==> src/rtl/rmq_pkg.sv <==
package rmq_pkg;

    // Field and datapath widths
    localparam int DW    = 32;  // Q2.30 field width
    localparam int RAD_W = 33;  // clamped radicand, unsigned
    localparam int DIF_W = 33;  // off-diagonal sum or difference, signed
    localparam int LANES = 3;   // off-diagonal quotients per item
    localparam int QB    = 32;  // quotient bits before saturation
    localparam int NMAT  = 9;   // matrix entries

    // Branch of the trace method, named after the component taken from the root
    typedef enum logic [1:0] {
        SEL_W = 2'd0,
        SEL_X = 2'd1,
        SEL_Y = 2'd2,
        SEL_Z = 2'd3
    } t_sel;

    // Matrix entries, index r*3+c
    typedef logic [NMAT-1:0][DW-1:0] t_mat;

    // Branch and numerators, ordered w, x, y, z with the diagonal one skipped
    typedef struct packed {
        t_sel                         sel;
        logic [LANES-1:0][DIF_W-1:0]  d;
    } t_front;

    // Branch and diagonal component traveling beside the dividers
    typedef struct packed {
        t_sel          sel;
        logic [DW-1:0] diag;
    } t_dside;

endpackage

==> src/rtl/rmq_front.sv <==
module rmq_front #(
    parameter int FRAC_BITS = 30
) (
    input  logic                       i_clk,
    input  logic                       i_rst_n,
    input  logic                       i_en,
    input  logic                       i_vld,
    input  rmq_pkg::t_mat              i_mat,
    output logic                       o_vld,
    output logic [rmq_pkg::RAD_W-1:0]  o_rad,
    output rmq_pkg::t_front            o_side
);
    import rmq_pkg::*;

    localparam int AW = 35;  // room for one plus three entry differences

    logic signed [AW-1:0]    w_a [NMAT];
    logic signed [AW-1:0]    w_tr;
    logic signed [AW-1:0]    w_one;
    logic signed [AW-1:0]    w_rad;
    logic signed [DIF_W-1:0] w_da, w_db, w_dc, w_sxy, w_sxz, w_syz;
    logic                    r_vld;
    logic [RAD_W-1:0]        r_rad;
    t_front                  r_side;
    t_front                  n_side;
    logic [RAD_W-1:0]        n_rad;

    // Sign-extend the entries
    always_comb begin
        for (int i = 0; i < NMAT; i++) begin
            w_a[i] = AW'($signed(i_mat[i]));
        end
    end

    assign w_tr  = w_a[0] + w_a[4] + w_a[8];
    assign w_one = AW'(1) <<< FRAC_BITS;

    // Off-diagonal sums and differences
    assign w_da  = DIF_W'(w_a[7] - w_a[5]);
    assign w_db  = DIF_W'(w_a[2] - w_a[6]);
    assign w_dc  = DIF_W'(w_a[3] - w_a[1]);
    assign w_sxy = DIF_W'(w_a[1] + w_a[3]);
    assign w_sxz = DIF_W'(w_a[2] + w_a[6]);
    assign w_syz = DIF_W'(w_a[5] + w_a[7]);

    // Branch choice, ties fall to the later branch
    always_comb begin
        if (w_tr > 0) begin
            n_side.sel = SEL_W;
            w_rad      = w_tr + w_one;
            n_side.d   = {w_dc, w_db, w_da};
        end else if (w_a[0] > w_a[4] && w_a[0] > w_a[8]) begin
            n_side.sel = SEL_X;
            w_rad      = w_one + w_a[0] - w_a[4] - w_a[8];
            n_side.d   = {w_sxz, w_sxy, w_da};
        end else if (w_a[4] > w_a[8]) begin
            n_side.sel = SEL_Y;
            w_rad      = w_one + w_a[4] - w_a[0] - w_a[8];
            n_side.d   = {w_syz, w_sxy, w_db};
        end else begin
            n_side.sel = SEL_Z;
            w_rad      = w_one + w_a[8] - w_a[0] - w_a[4];
            n_side.d   = {w_syz, w_sxz, w_dc};
        end
    end

    // Clamp so the root never comes out zero
    assign n_rad = (w_rad < AW'(1)) ? RAD_W'(1) : w_rad[RAD_W-1:0];

    always_ff @(posedge i_clk) begin
        if (!i_rst_n) begin
            r_vld <= 1'b0;
        end else if (i_en) begin
            r_vld <= i_vld;
        end
    end

    always_ff @(posedge i_clk) begin
        if (i_en) begin
            r_rad  <= n_rad;
            r_side <= n_side;
        end
    end

    assign o_vld  = r_vld;
    assign o_rad  = r_rad;
    assign o_side = r_side;

endmodule

==> config.mk <==
export PLATFORM = sky130hd
export DESIGN_NAME = rmq_front
export DESIGN_NICKNAME = d
export VERILOG_FILES = /design/src/rtl/rmq_pkg.sv /design/src/rtl/rmq_front.sv
export SDC_FILE = /design/constraint.sdc
export NUM_CORES = 1
export LEC_CHECK = 0
export BUFFER_PORTS_ARGS = -buffer_cell sky130_fd_sc_hd__buf_2
export CAP_MARGIN = 20
export CORE_MARGIN = 5
export CORE_UTILIZATION = 50
export CTS_CLUSTER_DIAMETER = 30
export CTS_CLUSTER_SIZE = 8
export DETAILED_ROUTE_END_ITERATION = 8
export PLACE_DENSITY = 0.82
export SETUP_SLACK_MARGIN = 0.1
export SLEW_MARGIN = 10
export SYNTH_ARGS = -nofsm -noshare
export SYNTH_HDL_FRONTEND = slang
export SYNTH_SLANG_ARGS = --single-unit
export TNS_END_PERCENT = 1
==> constraint.sdc <==
create_clock -name i_clk -period 6 [get_ports i_clk]
set_input_delay 0.3 -clock i_clk [delete_from_list [all_inputs] [get_ports i_clk]]
set_output_delay 0.3 -clock i_clk [all_outputs]
set_load 0.005 [all_outputs]
Word-level counts from Yosys, hierarchy flattened
Cells that the tools add are included.
{"block": "word_totals", "reg_bits": 135, "latchBits": 0, "ram_bits": 0, "romBits": 0, "input_bits": 292, "output_inout_bits": 135, "wordCells": 38, "n_memories": 0}
{"block": "op_classes", "add_sub_neg": 18, "multipliers": 0, "div_mod_pow": 0, "magnitude_cmp": 5, "n_eq_ne": 0, "shift": 0, "n_mux": 6, "bitwise": 0, "n_reduce_logical": 2}
{"cell": "$mux W100", "n": 2}
{"cell": "$add A32 B32 Y33", "n": 4}
{"cell": "$mux W35", "n": 3}
{"cell": "$sub A34 B32 Y35", "n": 3}
{"cell": "$sub A33 B32 Y34", "n": 3}
{"cell": "$add A32 B32 Y33 const A", "n": 3}
{"cell": "$mux W99", "n": 1}
{"cell": "$sub A32 B32 Y33", "n": 3}
{"cell": "$gt A32 B32 Y1", "n": 3}
{"cell": "$add A34 B32 Y35 const B", "n": 1}
{"cell": "$lt A35 B2 Y1 const B", "n": 1}
{"cell": "$add A33 B32 Y34", "n": 1}
{"cell": "$gt A34 B1 Y1 const B", "n": 1}
{"cell": "$reduce_or A2 Y1", "n": 1}
{"cell": "$logic_and A1 B1 Y1", "n": 1}

Depth between registers and ports, before layout
{"block": "depth", "word_depth": 7, "ltp_mapped": 27, "mapped_depth_nobuf": 26}

Worst setup path after synthesis
Ideal clock, no wire load.
{"block": "synth_path", "kind": "input port to flip-flop", "start": "input i_mat[9] (netlist bit)", "end": "register r_side (netlist bit o_side[46]), data pin", "setup_ns": 0.263, "t_arrival_ns": 5.199, "required_ns": 5.737, "setup_slack_ns": 0.538, "stages": 25, "n_path_buf": 2, "path_cell_list": "inv_1 fa_1 inv_1 ha_1 a211oi_1 nand2_1 o2bb2ai_1 nor4_1 nor4_2 nor4_1 or2_2 o22ai_1 xor2_1 ha_1 nand2_1 nand4b_1 nor4_1 or4b_4 and2_1 buf_2 buf_2 nor2_1 nand2_1 o21ai_0 a21oi_1"}
{"element": "start: declaration", "line_no": "rmq_front.sv:8", "rtl": "input rmq_pkg::t_mat i_mat,"}
{"element": "end signal: assignment", "line_no": "rmq_front.sv:81", "rtl": "r_side <= n_side;"}
{"element": "end: declaration", "line_no": "rmq_front.sv:24", "rtl": "t_front r_side;"}

Final worst setup path
{"block": "layout_path", "start": "input i_mat[259] (netlist bit)", "end": "register r_rad[0], in the netlist o_rad[0], data pin"}
{"block": "layout_between", "elab_chain_len": 7, "elab_cells_between_ends": 15, "cone_classes": "add/sub (7); order compare (4); mux (3); reduce/logical (1)"}
{"element": "$add A32 B32 Y33", "line_no": "rmq_front.sv:62", "rtl": "w_rad = w_one + w_a[8] - w_a[0] - w_a[4];"}
{"element": "$sub A33 B32 Y34", "line_no": "rmq_front.sv:62"}
{"element": "$sub A34 B32 Y35", "line_no": "rmq_front.sv:62"}
{"element": "$mux W35", "line_no": "rmq_front.sv:56", "rtl": "end else if (w_a[4] > w_a[8]) begin"}
{"element": "$mux W35", "line_no": "rmq_front.sv:52", "rtl": "end else if (w_a[0] > w_a[4] && w_a[0] > w_a[8]) begin"}
{"element": "$mux W35 *", "line_no": "rmq_front.sv:48", "rtl": "if (w_tr > 0) begin"}
{"element": "$lt A35 B2 Y1", "line_no": "rmq_front.sv:68", "rtl": "assign n_rad = (w_rad < AW'(1)) ? RAD_W'(1) : w_rad[RAD_W-1:0];"}
{"element": "end signal: assignment", "line_no": "rmq_front.sv:80", "rtl": "r_rad <= n_rad;"}
{"element": "end: declaration", "line_no": "rmq_front.sv:23", "rtl": "logic [RAD_W-1:0] r_rad;"}
Every way passes the cells marked *; elsewhere a longest branch is shown, timed or not.
A chain may end at the register's enable or synchronous reset.

==> flow_summary.toml <==
[outcome]
status = "finished, final reports clean"

[worst_setup_path]
cpMostUsedCell = "nor4_1"
rr_startpoint = "o_vld$_SDFFE_PN0P_"
cpMaxStageDelayCell = "or4b_4"
end_kind = "flip-flop"
cp-start-kind = "primary input"
worstSetupPathType = "in2reg"
worst-endpoint-required_ps = 6300
timing.rr.end = "o_vld$_SDFFE_PN0P_"
r2r_slack_ps = 5410
worst_setup_path_startpoint = "i_mat[259]"
critPathArrivalTime_ps = 5870
reg2reg_depth = 2
slowest_delay_ps = 540
endpoint = "o_rad[0]$_SDFFCE_PP1P_"
path_max_fanout = 6

[synthesis]
async_reset_ff_share_pct = 0
syn_area_per_cell_um2 = 8.03
yosysWarnings = 0
ys_ff_latch = 135
syn_inst = 3841
synth-edff-count = 134
synth-seq-area-share_pct = 13.1
ys.flop_type = "edfxtp_1"
syn_nets = 4874
ys_types = 90
synth.cell_area_mm2 = 0.0308

[finish]
diodes = 0
multi_input_area_mm2 = 0.0248
mostFrequentLayoutCells = "ha_1 (603), buf_2 (425), inv_1 (399)"
final_common_cell = "ha_1"
finish.utilization_pct = 57.2
final_cell_area_mm2 = 0.0351
syn_to_final_growth_pct = 13.8
seqCellArea_mm2 = 0.00404
final_layout_size_suffix_gt1_share_pct = 14.7
fin_nets = 5298
final_cell_count_no_fill = 5068
final.fill_count = 5596

[floorplanning]
die_y_um = 258
dieArea_mm2 = 0.0667
io_pins = 427
die_x_um = 258
core-area_mm2 = 0.0614
initial_utilization_pct = 50.3
rows = 91

[detailed_routing]
wl_per_cell_um = 21.9
vias = 30490
drt_iter0_markers = 3350
postRouteAntennaNets = 0
vias_per_cell = 6.02
drt_wl_total_um = 111000
drt_first_pass_iters = 8
drc = 0

[timing]
finalClockSkew_ps = 0
final_max_slew_viol_count = 0
min_period_ps = 5560
fmax_mhz = 180
setup_viol = 0
whs_ps = 61.1
tightest_slew_ps = 1080
finalHoldViolCount = 0
relSlewSlack_pct = 27.1
min_period_over_period_pct = 92.7
rsz0062_at_grt = "no"

[cts]
postCtsSetupRepairBufs = 0
clock_sinks = 135
cts_buffers = 17
cts.path.max_buffers = 2
cts.root.buffer_cell = "clkbuf_16"
insertion_delay_ps = 450
postCtsHoldBufs = 0
cts.repair.resized = 0
cts_tree = "built"
clkTransAtPathRegs_ps = 70
h-tree-depth = 4

[power_and_ir_drop]
p_per_area_mw_per_mm2 = 257
vdd_drop_max_uv = 246
power.total_uw = 9020
p_leak_uw = 0.0170

[global_routing]
grt_pass1_wl_um = 168000
grt_pass1_vias = 29625
track_usage_pct = 31.7
overflow = 0
antenna_found_initial = 4
grt_max_degree = 86

[place]
gp_congestion = 1.04
dpl.hpwl_um = 93100
place_area_mm2 = 0.0344
portBuffers = 426
dpl.cell_count = 5036

[flow_run]
drv_cap = 0

[min_path]
min_path_type = "in2reg"
[cells by family (layout without fill, tap and decap cells)]
kind of cell	Yosys count	count (layout)	share of synthesized area, %
flip-flops	135	135	13.1
buffers and inverters	540	977	6.69
adder cells (fa/ha/maj)	741	741	33.4
XOR/XNOR	254	254	7.21
multiplexers	41	41	1.35
AND/OR/NAND/NOR	1023	1023	15.9
AO/OA/AOI/OAI	1107	1107	22.3
[how the worst min path moves through the flow]
stage | endpoint | depth (start not counted) | slack, ps | from
2_1_floorplan | o_rad[0]$_SDFFCE_PP1P_ | 0 | 410 | i_en
3_3_place_gp | o_vld$_SDFFE_PN0P_ | 2 | 490 | o_vld$_SDFFE_PN0P_
3_5_place_dp | o_vld$_SDFFE_PN0P_ | 2 | 510 | o_vld$_SDFFE_PN0P_
4_1_cts | o_vld$_SDFFE_PN0P_ | 2 | 50 | i_rst_n
5_1_grt | o_vld$_SDFFE_PN0P_ | 2 | 90 | i_rst_n
6_report | o_vld$_SDFFE_PN0P_ | 2 | 60 | i_rst_n
[sequential cells by signal, summed over array words and instances, names as in the netlist]
signal and flops:
o_rad 33, o_vld 1, o_side 101
[synth_stat cells, types with 7 or more instances]
cell type | number | area, µm²
ha_1 | 603 | 7540
inv_1 | 399 | 1500
a21oi_1 | 398 | 1990
nor2_1 | 332 | 1250
nand2_1 | 251 | 942
o21ai_0 | 233 | 1170
xnor2_1 | 179 | 1570
fa_1 | 138 | 2760
edfxtp_1 | 134 | 4020
clkbuf_1 | 114 | 428
nor3_1 | 81 | 405
a21o_1 | 79 | 593
xor2_1 | 75 | 657
nor2b_1 | 56 | 350
nand2b_1 | 55 | 344
nand3_1 | 55 | 275
o21bai_1 | 52 | 390
a211oi_1 | 50 | 375
o21a_1 | 37 | 278
a31oi_1 | 36 | 225
mux2i_1 | 36 | 360
or3_1 | 33 | 206
o31ai_1 | 32 | 240
nor4_1 | 30 | 188
o211ai_1 | 29 | 218
nand4_1 | 26 | 163
and3_1 | 25 | 156
or2_2 | 18 | 113
buf_2 | 16 | 80.1
a2111oi_0 | 15 | 131
a21boi_0 | 15 | 113
o41ai_1 | 14 | 123
a211o_1 | 13 | 114
o22ai_1 | 13 | 81.3
nor3b_1 | 12 | 90.1
o2111ai_1 | 10 | 87.6
a22o_1 | 9 | 78.8
buf_1 | 8 | 30.0
or4_1 | 8 | 60.1
a311oi_1 | 7 | 61.3
nor4b_1 | 7 | 61.3
[critical path: cells and delay by family]
family	cells	cell delay, ps
buffers and inverters	4	600
XOR/XNOR	1	220
AO/OA/AOI/OAI	5	1210
adder cells (fa/ha/maj)	3	970
AND/OR/NAND/NOR	12	2530
[report_power, final]
group | internal [µW] | switching [µW]
Clock | 739 | 495
Sequential | 1430 | 214
Combinational | 2390 | 3760
[layout make-up]
type                       instances  share of cell area [%]
multi-input combinational       3166                    70.7
timing repair buffer             545                    8.89
clock buffer                      20                    1.24
tap                              790                    2.82
clock inverter                    12                   0.567
inverter                         400                    4.28
sequential                       135                    11.5
[routing by layer]
layer | up-vias | track usage (%) | wire length, µm
met5 | - | 0 | 23
met4 | 4 | 12.6 | 5100
met3 | 282 | 5.43 | 10700
met2 | 1636 | 53.7 | 51600
met1 | 14319 | 40.5 | 43600
li1 | 14249 | - | -
[metrics by stage]
step	setup TNS, ps	worst slack [ps]
finish	0	437
global route	0	118
CTS	0	306
detailed placement	-340	-123
global placement	-25.7	-25.7
floorplan	0	538
Note: power is estimated with default switching activity, not from simulation.
